**config.mk**
```make
export PLATFORM = sky130hd
export DESIGN_NAME = multi_slot_timer_scheduler_top
export DESIGN_NICKNAME = d
export VERILOG_FILES = /design/src/hw/rtl/mst_sched_pkg.sv /design/src/hw/rtl/mst_sched_ram.sv /design/src/hw/rtl/mst_sched_front.sv /design/src/hw/rtl/mst_sched_back.sv /design/src/hw/rtl/multi_slot_timer_scheduler_top.sv
export VERILOG_INCLUDE_DIRS = /design/src /design/src/hw/rtl
export SDC_FILE = /design/constraint.sdc
export NUM_CORES = 2
export LEC_CHECK = 0
export BUFFER_PORTS_ARGS = -buffer_cell sky130_fd_sc_hd__buf_4
export CORE_UTILIZATION = 40
export DETAILED_ROUTE_END_ITERATION = 10
export GPL_ROUTABILITY_DRIVEN = 0
export SYNTH_ARGS = -nofsm -noshare
export SYNTH_HDL_FRONTEND = slang
export SYNTH_SLANG_ARGS = --single-unit
```
**constraint.sdc**
```tcl
create_clock -name i_clk -period 5.74 [get_ports i_clk]
set_input_delay 0.861 -clock i_clk [delete_from_list [all_inputs] [get_ports i_clk]]
set_output_delay 0.861 -clock i_clk [all_outputs]
set_load 0.02 [all_outputs]
```
**src/hw/rtl/multi_slot_timer_scheduler_top_defines.svh**
```systemverilog
// Assertion macros shared by the timer scheduler RTL.
// Every user module has ports i_clk and i_rst_n.
`ifndef MULTI_SLOT_TIMER_SCHEDULER_TOP_DEFINES_SVH
`define MULTI_SLOT_TIMER_SCHEDULER_TOP_DEFINES_SVH

// Checked only out of reset.
`define MST_ASSERT(lbl, prop, msg) \
    lbl: assert property (@(posedge i_clk) disable iff (!i_rst_n) prop) else $error(msg);

// Checked on every edge, reset included.
`define MST_ASSERT_ALWAYS(lbl, prop, msg) \
    lbl: assert property (@(posedge i_clk) prop) else $error(msg);

`endif

```
**src/hw/rtl/mst_sched_pkg.sv**
```systemverilog
`timescale 1ns / 1ps

package mst_sched_pkg;

    localparam int OPCODE_W   = 2;
    localparam int SLOT_IDX_W = 4;
    localparam int INTERVAL_W = 32;

    localparam logic [OPCODE_W-1:0] OP_TICK = 2'd0;
    localparam logic [OPCODE_W-1:0] OP_ARM  = 2'd1;
    localparam logic [OPCODE_W-1:0] OP_STOP = 2'd2;

    typedef struct packed {
        logic [OPCODE_W-1:0]   opcode;
        logic [SLOT_IDX_W-1:0] slot;
        logic [INTERVAL_W-1:0] interval;
        logic                  rpt;
    } t_cmd;

endpackage

```
**src/hw/rtl/mst_sched_ram.sv**
```systemverilog
`timescale 1ns / 1ps

module mst_sched_ram #(
    parameter int WIDTH = 32,
    parameter int DEPTH = 16
) (
    input  logic                                    i_clk,
    input  logic                                    i_we,
    input  logic [(DEPTH > 1 ? $clog2(DEPTH) : 1)-1:0] i_waddr,
    input  logic [WIDTH-1:0]                        i_wdata,
    input  logic [(DEPTH > 1 ? $clog2(DEPTH) : 1)-1:0] i_raddr,
    output logic [WIDTH-1:0]                        o_rdata
);

    logic [WIDTH-1:0] r_mem [DEPTH];
    logic [WIDTH-1:0] r_rdata;

    always_ff @(posedge i_clk) begin
        if (i_we) begin
            r_mem[i_waddr] <= i_wdata;
        end
        r_rdata <= r_mem[i_raddr];
    end

    assign o_rdata = r_rdata;

endmodule

```
**src/hw/rtl/mst_sched_front.sv**
```systemverilog
`timescale 1ns / 1ps
`include "multi_slot_timer_scheduler_top_defines.svh"

module mst_sched_front #(
    parameter int TIMER_SLOTS = 16
) (
    input  logic                                       i_clk,
    input  logic                                       i_rst_n,
    input  logic                                       i_start,
    output logic                                       o_busy,
    input  logic [mst_sched_pkg::OPCODE_W-1:0]         i_opcode,
    input  logic [mst_sched_pkg::SLOT_IDX_W-1:0]       i_slot_index,
    input  logic [mst_sched_pkg::INTERVAL_W-1:0]       i_interval_ticks,
    input  logic                                       i_repeat_mode,
    output logic                                       o_q_vld,
    output mst_sched_pkg::t_cmd                        o_q_cmd,
    input  logic                                       i_pop
);

    logic                r_wp;
    logic                r_rp;
    logic [1:0]          r_count;
    mst_sched_pkg::t_cmd r_q [2];

    logic accept;
    logic useful;
    logic push;

    // Drop opcode 3 and slots beyond the table; they have no effect.
    always_comb begin
        useful = 1'b0;
        if (i_opcode == mst_sched_pkg::OP_TICK) begin
            useful = 1'b1;
        end else if (i_opcode == mst_sched_pkg::OP_ARM ||
                     i_opcode == mst_sched_pkg::OP_STOP) begin
            useful = (int'(i_slot_index) < TIMER_SLOTS);
        end
    end

    assign o_busy  = (r_count == 2'd2);
    assign accept  = i_start && !o_busy;
    assign push    = accept && useful;
    assign o_q_vld = (r_count != 2'd0);
    assign o_q_cmd = r_q[r_rp];

    always_ff @(posedge i_clk) begin
        if (!i_rst_n) begin
            r_wp    <= 1'b0;
            r_rp    <= 1'b0;
            r_count <= 2'd0;
        end else begin
            if (push) begin
                r_wp <= ~r_wp;
            end
            if (i_pop) begin
                r_rp <= ~r_rp;
            end
            unique case ({push, i_pop})
                2'b10:   r_count <= r_count + 2'd1;
                2'b01:   r_count <= r_count - 2'd1;
                default: r_count <= r_count;
            endcase
        end
    end

    always_ff @(posedge i_clk) begin
        if (push) begin
            r_q[r_wp] <= '{opcode:   i_opcode,
                           slot:     i_slot_index,
                           interval: i_interval_ticks,
                           rpt:      i_repeat_mode};
        end
    end

    `MST_ASSERT(a_pop_nonempty, i_pop |-> r_count != 2'd0, "pop from empty queue")
    `MST_ASSERT(a_count_max, r_count <= 2'd2, "queue count above depth")
    `MST_ASSERT(a_push_grows, (push && !i_pop) |=> r_count == $past(r_count) + 2'd1,
        "push lost")

endmodule

```
**src/hw/rtl/mst_sched_back.sv**
```systemverilog
`timescale 1ns / 1ps
`include "multi_slot_timer_scheduler_top_defines.svh"

module mst_sched_back #(
    parameter int TIMER_SLOTS = 16,
    parameter int TIME_WIDTH  = 32
) (
    input  logic                                 i_clk,
    input  logic                                 i_rst_n,
    input  logic                                 i_q_vld,
    input  mst_sched_pkg::t_cmd                  i_q_cmd,
    output logic                                 o_pop,
    output logic                                 o_strobe,
    output logic [mst_sched_pkg::SLOT_IDX_W-1:0] o_fired_slot,
    output logic                                 o_last_of_tick
);

    localparam int SLOT_W = (TIMER_SLOTS > 1) ? $clog2(TIMER_SLOTS) : 1;
    localparam int SX_W   = (SLOT_W > mst_sched_pkg::SLOT_IDX_W) ?
                            SLOT_W : mst_sched_pkg::SLOT_IDX_W;
    localparam int FS_W   = mst_sched_pkg::SLOT_IDX_W;
    localparam logic [SLOT_W-1:0] LAST_SLOT = SLOT_W'(TIMER_SLOTS - 1);

    localparam logic [1:0] ST_IDLE  = 2'd0;
    localparam logic [1:0] ST_SCAN  = 2'd1;
    localparam logic [1:0] ST_FLUSH = 2'd2;

    logic [1:0]             r_state,     n_state;
    logic [TIME_WIDTH-1:0]  r_time,      n_time;
    logic [TIMER_SLOTS-1:0] r_active,    n_active;
    logic [TIMER_SLOTS-1:0] r_repeats,   n_repeats;
    logic                   r_issue,     n_issue;
    logic [SLOT_W-1:0]      r_cnt,       n_cnt;
    logic                   r_s1_vld,    n_s1_vld;
    logic [SLOT_W-1:0]      r_s1_idx,    n_s1_idx;
    logic                   r_s1_last,   n_s1_last;
    logic                   r_pend_vld,  n_pend_vld;
    logic [FS_W-1:0]        r_pend_slot, n_pend_slot;
    logic                   r_out_vld,   n_out_vld;
    logic [FS_W-1:0]        r_out_slot,  n_out_slot;
    logic                   r_out_last,  n_out_last;

    logic [SX_W-1:0]       slot_ext;
    logic [SLOT_W-1:0]     cmd_idx;
    logic [TIME_WIDTH-1:0] ival_raw;
    logic [TIME_WIDTH-1:0] ival;
    logic                  hit;

    logic                  exp_we;
    logic [SLOT_W-1:0]     exp_waddr;
    logic [TIME_WIDTH-1:0] exp_wdata;
    logic [TIME_WIDTH-1:0] exp_rdata;
    logic                  per_we;
    logic [TIME_WIDTH-1:0] per_rdata;

    mst_sched_ram #(.WIDTH(TIME_WIDTH), .DEPTH(TIMER_SLOTS)) u_exp_ram (
        .i_clk   (i_clk),
        .i_we    (exp_we),
        .i_waddr (exp_waddr),
        .i_wdata (exp_wdata),
        .i_raddr (r_cnt),
        .o_rdata (exp_rdata)
    );

    mst_sched_ram #(.WIDTH(TIME_WIDTH), .DEPTH(TIMER_SLOTS)) u_per_ram (
        .i_clk   (i_clk),
        .i_we    (per_we),
        .i_waddr (cmd_idx),
        .i_wdata (ival),
        .i_raddr (r_cnt),
        .o_rdata (per_rdata)
    );

    assign o_pop    = (r_state == ST_IDLE) && i_q_vld;
    assign slot_ext = SX_W'(i_q_cmd.slot);
    assign cmd_idx  = slot_ext[SLOT_W-1:0];
    assign ival_raw = TIME_WIDTH'(i_q_cmd.interval);
    assign ival     = (ival_raw == '0) ? TIME_WIDTH'(1) : ival_raw;
    assign hit      = r_s1_vld && r_active[r_s1_idx] && (exp_rdata == r_time);

    always_comb begin
        n_state     = r_state;
        n_time      = r_time;
        n_active    = r_active;
        n_repeats   = r_repeats;
        n_issue     = r_issue;
        n_cnt       = r_cnt;
        n_s1_vld    = 1'b0;
        n_s1_idx    = r_s1_idx;
        n_s1_last   = r_s1_last;
        n_pend_vld  = r_pend_vld;
        n_pend_slot = r_pend_slot;
        n_out_vld   = 1'b0;
        n_out_slot  = r_out_slot;
        n_out_last  = r_out_last;
        exp_we      = 1'b0;
        exp_waddr   = cmd_idx;
        exp_wdata   = r_time + ival;
        per_we      = 1'b0;

        unique case (r_state)
            ST_IDLE: begin
                if (o_pop) begin
                    unique case (i_q_cmd.opcode)
                        mst_sched_pkg::OP_TICK: begin
                            n_time  = r_time + TIME_WIDTH'(1);
                            n_issue = 1'b1;
                            n_cnt   = '0;
                            n_state = ST_SCAN;
                        end
                        mst_sched_pkg::OP_ARM: begin
                            exp_we             = 1'b1;
                            per_we             = 1'b1;
                            n_active[cmd_idx]  = 1'b1;
                            n_repeats[cmd_idx] = i_q_cmd.rpt;
                        end
                        mst_sched_pkg::OP_STOP: begin
                            n_active[cmd_idx] = 1'b0;
                        end
                        default: begin
                        end
                    endcase
                end
            end
            ST_SCAN: begin
                // Issue one slot read per cycle; the data lands in the cycle after.
                if (r_issue) begin
                    n_s1_vld  = 1'b1;
                    n_s1_idx  = r_cnt;
                    n_s1_last = (r_cnt == LAST_SLOT);
                    if (r_cnt == LAST_SLOT) begin
                        n_issue = 1'b0;
                    end else begin
                        n_cnt = r_cnt + SLOT_W'(1);
                    end
                end
                // Hold each firing until the next one shows it is not the last.
                if (hit) begin
                    if (r_pend_vld) begin
                        n_out_vld  = 1'b1;
                        n_out_slot = r_pend_slot;
                        n_out_last = 1'b0;
                    end
                    n_pend_vld  = 1'b1;
                    n_pend_slot = FS_W'(r_s1_idx);
                    if (r_repeats[r_s1_idx]) begin
                        exp_we    = 1'b1;
                        exp_waddr = r_s1_idx;
                        exp_wdata = exp_rdata + per_rdata;
                    end else begin
                        n_active[r_s1_idx] = 1'b0;
                    end
                end
                if (r_s1_vld && r_s1_last) begin
                    n_state = ST_FLUSH;
                end
            end
            ST_FLUSH: begin
                if (r_pend_vld) begin
                    n_out_vld  = 1'b1;
                    n_out_slot = r_pend_slot;
                    n_out_last = 1'b1;
                end
                n_pend_vld = 1'b0;
                n_state    = ST_IDLE;
            end
            default: begin
                n_state = ST_IDLE;
            end
        endcase
    end

    always_ff @(posedge i_clk) begin
        if (!i_rst_n) begin
            r_state    <= ST_IDLE;
            r_time     <= '0;
            r_active   <= '0;
            r_repeats  <= '0;
            r_issue    <= 1'b0;
            r_s1_vld   <= 1'b0;
            r_pend_vld <= 1'b0;
            r_out_vld  <= 1'b0;
        end else begin
            r_state    <= n_state;
            r_time     <= n_time;
            r_active   <= n_active;
            r_repeats  <= n_repeats;
            r_issue    <= n_issue;
            r_s1_vld   <= n_s1_vld;
            r_pend_vld <= n_pend_vld;
            r_out_vld  <= n_out_vld;
        end
    end

    always_ff @(posedge i_clk) begin
        r_cnt       <= n_cnt;
        r_s1_idx    <= n_s1_idx;
        r_s1_last   <= n_s1_last;
        r_pend_slot <= n_pend_slot;
        r_out_slot  <= n_out_slot;
        r_out_last  <= n_out_last;
    end

    assign o_strobe       = r_out_vld;
    assign o_fired_slot   = r_out_slot;
    assign o_last_of_tick = r_out_last;

    `MST_ASSERT(a_last_ends_tick, (r_out_vld && r_out_last) |-> r_state == ST_IDLE,
        "last firing reported before tick finished")
    `MST_ASSERT(a_s1_in_scan, r_s1_vld |-> r_state == ST_SCAN, "slot compare outside scan")
    `MST_ASSERT(a_flush_clears, r_state == ST_FLUSH |=> !r_pend_vld,
        "pending firing kept past tick end")

endmodule

```
**src/hw/rtl/multi_slot_timer_scheduler_top.sv**
```systemverilog
`timescale 1ns / 1ps

// Timer slot scheduler. A word on start (taken when busy is low) ticks the
// time counter, arms a slot or stops a slot. Words go into a two-deep command
// queue; busy is high only while that queue is full. Arm and stop are applied
// as they are dequeued. A tick is dequeued, then the expiry and period
// memories are read one slot per cycle through their single read port, each
// read being registered, and then the tick is closed out. Each firing comes
// out for exactly one cycle on o_strobe with
// o_fired_slot, in ascending slot order; a firing is held until the next
// firing of the same tick or the end of the tick, so that the last firing of
// a tick can carry o_last_of_tick. The receiver cannot stall: it must take
// every strobed word. Expiry and period of a slot are undefined until armed.
module multi_slot_timer_scheduler_top #(
    parameter int TIMER_SLOTS = 16,
    parameter int TIME_WIDTH  = 32
) (
    input  logic                                       i_clk,
    input  logic                                       i_rst_n,
    input  logic                                       start,
    output logic                                       busy,
    input  logic [mst_sched_pkg::OPCODE_W-1:0]         i_opcode,
    input  logic [mst_sched_pkg::SLOT_IDX_W-1:0]       i_slot_index,
    input  logic [mst_sched_pkg::INTERVAL_W-1:0]       i_interval_ticks,
    input  logic                                       i_repeat_mode,
    output logic                                       o_strobe,
    output logic [mst_sched_pkg::SLOT_IDX_W-1:0]       o_fired_slot,
    output logic                                       o_last_of_tick
);

    logic                q_vld;
    mst_sched_pkg::t_cmd q_cmd;
    logic                q_pop;

    mst_sched_front #(.TIMER_SLOTS(TIMER_SLOTS)) u_front (
        .i_clk            (i_clk),
        .i_rst_n          (i_rst_n),
        .i_start          (start),
        .o_busy           (busy),
        .i_opcode         (i_opcode),
        .i_slot_index     (i_slot_index),
        .i_interval_ticks (i_interval_ticks),
        .i_repeat_mode    (i_repeat_mode),
        .o_q_vld          (q_vld),
        .o_q_cmd          (q_cmd),
        .i_pop            (q_pop)
    );

    mst_sched_back #(.TIMER_SLOTS(TIMER_SLOTS), .TIME_WIDTH(TIME_WIDTH)) u_back (
        .i_clk          (i_clk),
        .i_rst_n        (i_rst_n),
        .i_q_vld        (q_vld),
        .i_q_cmd        (q_cmd),
        .o_pop          (q_pop),
        .o_strobe       (o_strobe),
        .o_fired_slot   (o_fired_slot),
        .o_last_of_tick (o_last_of_tick)
    );

endmodule

```
After elaboration in Yosys (flattened, before gate mapping). Memories as Yosys holds them, arrays and structs flattened. A register that Yosys moved wholly into a read port is not among the register bits. Cells that the tools add are included.

Register bits after elaboration: 92. Bits in writable memories: 1102. Bits of input ports: 42. Output and inout port bits: 7. Memories kept: 3.

Memory list: u_back.u_exp_ram.r_mem (words 16, bits a word 32, rd ports 1, clocked after memory_dff 1, write ports 1, line mst_sched_ram.sv:15) `logic [WIDTH-1:0] r_mem [DEPTH];`; u_back.u_per_ram.r_mem (words 16, bits a word 32, rd ports 1, clocked after memory_dff 1, write ports 1, line mst_sched_ram.sv:15); u_front.r_q (words 2, bits a word 39, rd ports 1, clocked after memory_dff 1, write ports 1, line mst_sched_front.sv:23) `mst_sched_pkg::t_cmd r_q [2];`.

Add/sub/neg operators: 6. $lt $le $gt $ge: 4. Equal/unequal tests: 21. Mux-type cells: 65. Bitwise gates (word level): 7. Reductions and logical operators: 29.

Operators by type and width (number): 2-to-1 mux 32 bit (4); adder 32 bit (2); one-hot mux 16 bit (2 select lines) (2); 2-to-1 mux 16 bit (3); 2-to-1 mux 4 bit (9); adder 32 x 1 -> 32 bit (second input constant) (1); bitwise AND 16 bit (2); equality test 32 bit (1); logical NOT 32 bit (1); NOT 16 bit (2); 2-to-1 mux 1 bit (30); bitwise mux 16 bit (1); OR 16 bit (1); one-hot mux 4 bit (2 select lines) (2); AND reduction 3 bit (4); equality test 2 bit (second input constant) (5); less-than comparator 4 x 5 -> 1 bit (second input constant) (2); != test 2 x 1 -> 1 bit (second input constant) (5); one-hot mux 1 bit (2 select lines) (5); AND reduction 5 bit (2); binary-select mux 1 bit (select 4 bit) (2); demux 1 bit (select 4 bit) (2); equality test 2 x 1 -> 1 bit (second input constant) (4); >= comparator 4 x 1 -> 1 bit (second input constant) (2); other kinds (16) (38).

Depth between registers and ports, before layout.
Depth after elaboration: 9. Depth in mapped cells: 18. Mapped depth without buffers: 16.

By module. Synthesis repeated with hierarchy kept, for this count alone.

Cell total of the unflattened synthesis: 2901. Area total of the unflattened synthesis: 51160.3 um^2.

By module, submodules not included: mst_sched_ram (times used 2, cells each 838, area an instance 19835.3 um^2, seq. area each 16015.4 um^2); mst_sched_back (times used 1, cells each 1079, area an instance 8456.9 um^2, seq. area each 1941.9 um^2); mst_sched_front (times used 1, cells each 146, area an instance 3032.9 um^2, seq. area each 2442.3 um^2).

Least setup slack after synthesis. Ideal clock, no wire load.

Kind: register to register. From: register with a tool-made name. To: memory u_back.u_exp_ram.r_mem[0][30], data pin. Library setup time: 296 ps. Arrival: 5075 ps. Required time: 5444 ps. Slack: 369 ps. Stages on the path, launching flop included: 19. Path buffers: 3. Cell sequence: dfxtp_1 clkbuf_1 clkbuf_1 buf_1 mux2_2 nor4_1 nand4_1 o21ai_0 ha_1 fa_1 a211oi_1 o21ai_0 a221oi_1 o21ai_0 o41ai_1 o21ai_0 a31oi_1 xor2_1 mux2i_1.

RTL lines (line): end, declared (mst_sched_ram.sv:15).

==> metrics.md <==
| Metric | Value |
|---|---|
| Status | `complete, no violations` |
| Ys Warns | `0` |
| PwrDens | `between 400 and 500 nW/um2` |
| CP Capture Type | `register` |
| Total wire length | `between 100 and 150 mm` |
| Dpl ws | `approximately 0.18 ns` |
| Logic pwr share | `a little over a quarter` |
| Post-DP HPWL | `75.1 mm` |
| Die ar. | `approximately 130000 um2` |
| Nets | `2995` |
| Ys flop type | `edfxtp_1` |
| Maximum clock insertion buffer count | `3` |
| Maxcap violations | `0` |
| Sink Count | `approximately 1300` |
| # IOs | `49` |
| Area grow syn2layout | `15.1%` |
| Rel. slew slack | `a little under an eighth` |
| Cell with the most instances after synthesis | `edfxtp_1` |
| CTS root buf | `clkbuf_16` |
| Total track usage | `roughly a fifth` |
| Core Rows | `130` |
| Total vias in the final route | `26600` |
| Worst EP required | `slightly above 6 ns` |
| Fin crit share | `between 90 and 100%` |
| Clk slew on worst S/H paths | `0.06 ns` |
| Drt pass-1 iters | `5` |
| First-pass GRT wire length | `about 190 mm` |
| Port bufs | `48` |
| Synth Cell Area | `50900 um2` |
| Num CTS Buffers | `131` |
| Unique masters post-synth | `between 60 and 70` |
| Seq/Total Area, Yosys | `a little under three quarters` |
| Post-CTS setup buffers | `0` |
| Starting DRT DRC Count | `~2800` |
| Core Box Area | `between 100000 and 150000 um2` |
| Crit Path Category | `register to register` |
| Syn nets | `2817` |
| Initial antenna violation count | `1` |
| Grt ovf | `0` |
| Yosys reg bits | `1259` |
| Max Slew Vio Count | `0` |
| Hold Slack | `about 0.31 ns` |
| Clk_skew | `between 0.02 and 0.025 ns` |
| Die Span X | `~360 um` |
| Async set-reset flop share out of synthesis | `0%` |
| Yosys top cell by area | `edfxtp_1` |
| Initial Utilization | `40.4%` |
| Switching Share | `between 20% and 30%` |
| Final hold viol count | `0` |
| Number of setup violations in the final report | `0` |
| Max Fclk | `between 150 and 200 MHz` |
| Worst R2R Setup Slack | `between 0.3 and 0.4 ns` |
| Synth top area cells | `edfxtp_1, mux4_2, dfxtp_1, ha_1, xnor2_1` |
| CTS tree | `yes` |
| Hold crit path type | `input port to register` |
| Register share of total power | `around two fifths` |
| Share of cells above drive strength 1 | `about a quarter` |
| WHS Path Cells | `1` |
| Vias in the first global route | `about 28000` |
| Die Y | `359 um` |
| Via-to-Cell Ratio | `about 5.7` |
| Arr. time, crit path | `5.71 ns` |
| Syn_area_per_cell | `between 15 and 20 um2` |
| CTS HTree Levels | `4` |
| Final cell count without fillers | `~4600` |
| Setup slack after layout | `0.386 ns` |
| Peak VDD IR | `around 0.4 mV` |
| DRC errors left | `0` |
| Leak | `around 19 nW` |
| Switching power | `0.00795 W` |
| Dpl cells | `4397` |
| Post-synth EDFFs | `about 1100` |
| Mapped Cells | `about 2700` |
| Peak fanout along the critical path | `16` |
| Total chip power | `0.0271 W` |
| Cell-internal power | `~0.019 W` |
| Synth top cells by count | `edfxtp_1, mux4_2, nand2_1` |
| Clock network fraction of total power | `between 30% and 40%` |
| CP Launch Type | `register` |
| Post-synth top area share | `66.1%` |
| R2R depth | `15` |
| RSZ-0062 raised after global routing | `false` |
| Drt wl/cell | `approximately 27 um` |
| Remaining antenna violation count after routing | `0` |
| Minimum clock period | `about 5.4 ns` |
| Worst-Margin Slew | `1.32 ns` |
| ANT cells | `0` |
| Setup TNS | `0 ns` |
| Clock Latency Late Sink | `0.74 ns` |
| Largest net degree at the start of global routing | `approximately 130` |
-- cell families (layout without fill, tap and decap cells) --
family / count (synthesis) / after routing / share of synthesized area (%)
muxes: 373 / 373 / 15.5
adders and majority gates: 73 / 73 / 1.83
DFF: 1259 / 1259 / 71.6
and+or+nand+nor: 416 / 416 / 3.89
xor gates and xnor gates: 117 / 117 / 2.01
AOI/OAI and AO/OA: 321 / 321 / 4.04
buffers and inverters: 143 / 429 / 1.10
-- layout by cell type (no fill, tap or decap), drive strengths merged, types with 16 or more instances in the layout --
cell    synthesis  layout
xnor2          75      75
buf            37     161
nor2b          16      16
edfxtp       1120    1120
o22ai          20      20
a21o           37      37
mux2           31      31
clkinv          0      52
o211a          17      17
o21ai          88      88
ha             71      71
nand2         146     146
and2           34      34
nor2           98      98
inv            27      33
nand4          21      21
nor3           16      16
nand3          27      27
a21oi          76      76
xor2           42      42
dfxtp         139     139
mux4          330     330
clkbuf         79     169
-- flip-flops by register name, indices dropped and copies added (netlist names), 2 cells and up, named ones only --
signal and count:
u_back.u_per_ram.r_mem 512, u_back.r_repeats 16, u_back.u_per_ram.o_rdata 32, u_back.r_cnt 4
u_back.r_pend_slot 4, u_front.r_q 78, u_back.u_exp_ram.r_mem 512, u_front.r_count 2
u_back.r_time 32, u_back.r_state 2, u_back.u_exp_ram.o_rdata 32, u_back.r_s1_idx 4
u_back.o_fired_slot 4
-- worst paths after layout --
check	startpoint	end
setup / recovery	register	u_back.u_exp_ram.r_mem[4][22]
hold / removal	i_interval_ticks[23]	u_front.r_q[0][24]
setup reg to reg	register	u_back.u_exp_ram.r_mem[4][22]
hold reg to reg	u_back.r_pend_slot[2]	u_back.o_fired_slot[2]
-- what timing repair did --
item | 4_1_cts | 5_1_grt
setup endpoints to repair | 0 | 48
gates resized for setup | 0 | 4
hold buffers | 0 | 0
-- layer usage --
layer / vias up / track usage (%) / part of all wire (%)
met1: 14100 / 26.8 / 41
met4: 0 / 5.60 / 2.2
met5: - / 0 / 0
met2: 979 / 34.0 / 51
met3: 163 / 3.10 / 6.0
li1: 11300 / - / -
-- power groups by stage --
| stage | logic (W) | clock network (W) | registers (W) |
|---|---|---|---|
| final | 0.00729 | 0.00843 | 0.0114 |
| after global routing | 0.00781 | 0.00892 | 0.0114 |
| after CTS | 0.00729 | 0.00860 | 0.0114 |
| after detailed placement | 0.00725 | 0 | 0.0116 |
| after global placement | 0.00709 | 0 | 0.0116 |
| after floorplan | 0.00521 | 0 | 0.0113 |
-- worst max-delay path, stage by stage, from the launching register on --
cell	delay, ns
dfxtp_2	0.52
buf_4	0.22
mux2_2	0.35
nor4_1	0.52
nand2_1	0.12
nand4b_1	0.20
o21ai_1	0.34
ha_1	0.26
fa_1	0.21
a211oi_1	0.11
o21ai_0	0.23
a221oi_1	0.15
o21ai_0	0.41
o41ai_1	0.20
xor2_1	0.17
a21oi_1	0.94
-- cell type report --
class                   count  area, um2
repair buffers            161       1460
inverters                  27        101
fillers                 10500      67300
multi-input cells        1300      14200
flip-flops and latches   1259      36400
well taps                1650       2060
clock buffers             169       3590
clock inverters            72        719
-- stage by stage --
stage	util (%)	instance area, um2
4_1_cts	46.5	58500
3_3_place_gp	43.1	54200
6_report	46.5	58600
3_5_place_dp	43.1	54200
5_1_grt	46.5	58600
2_1_floorplan	-	50900
No activity file was read; power rests on OpenSTA's default activity.
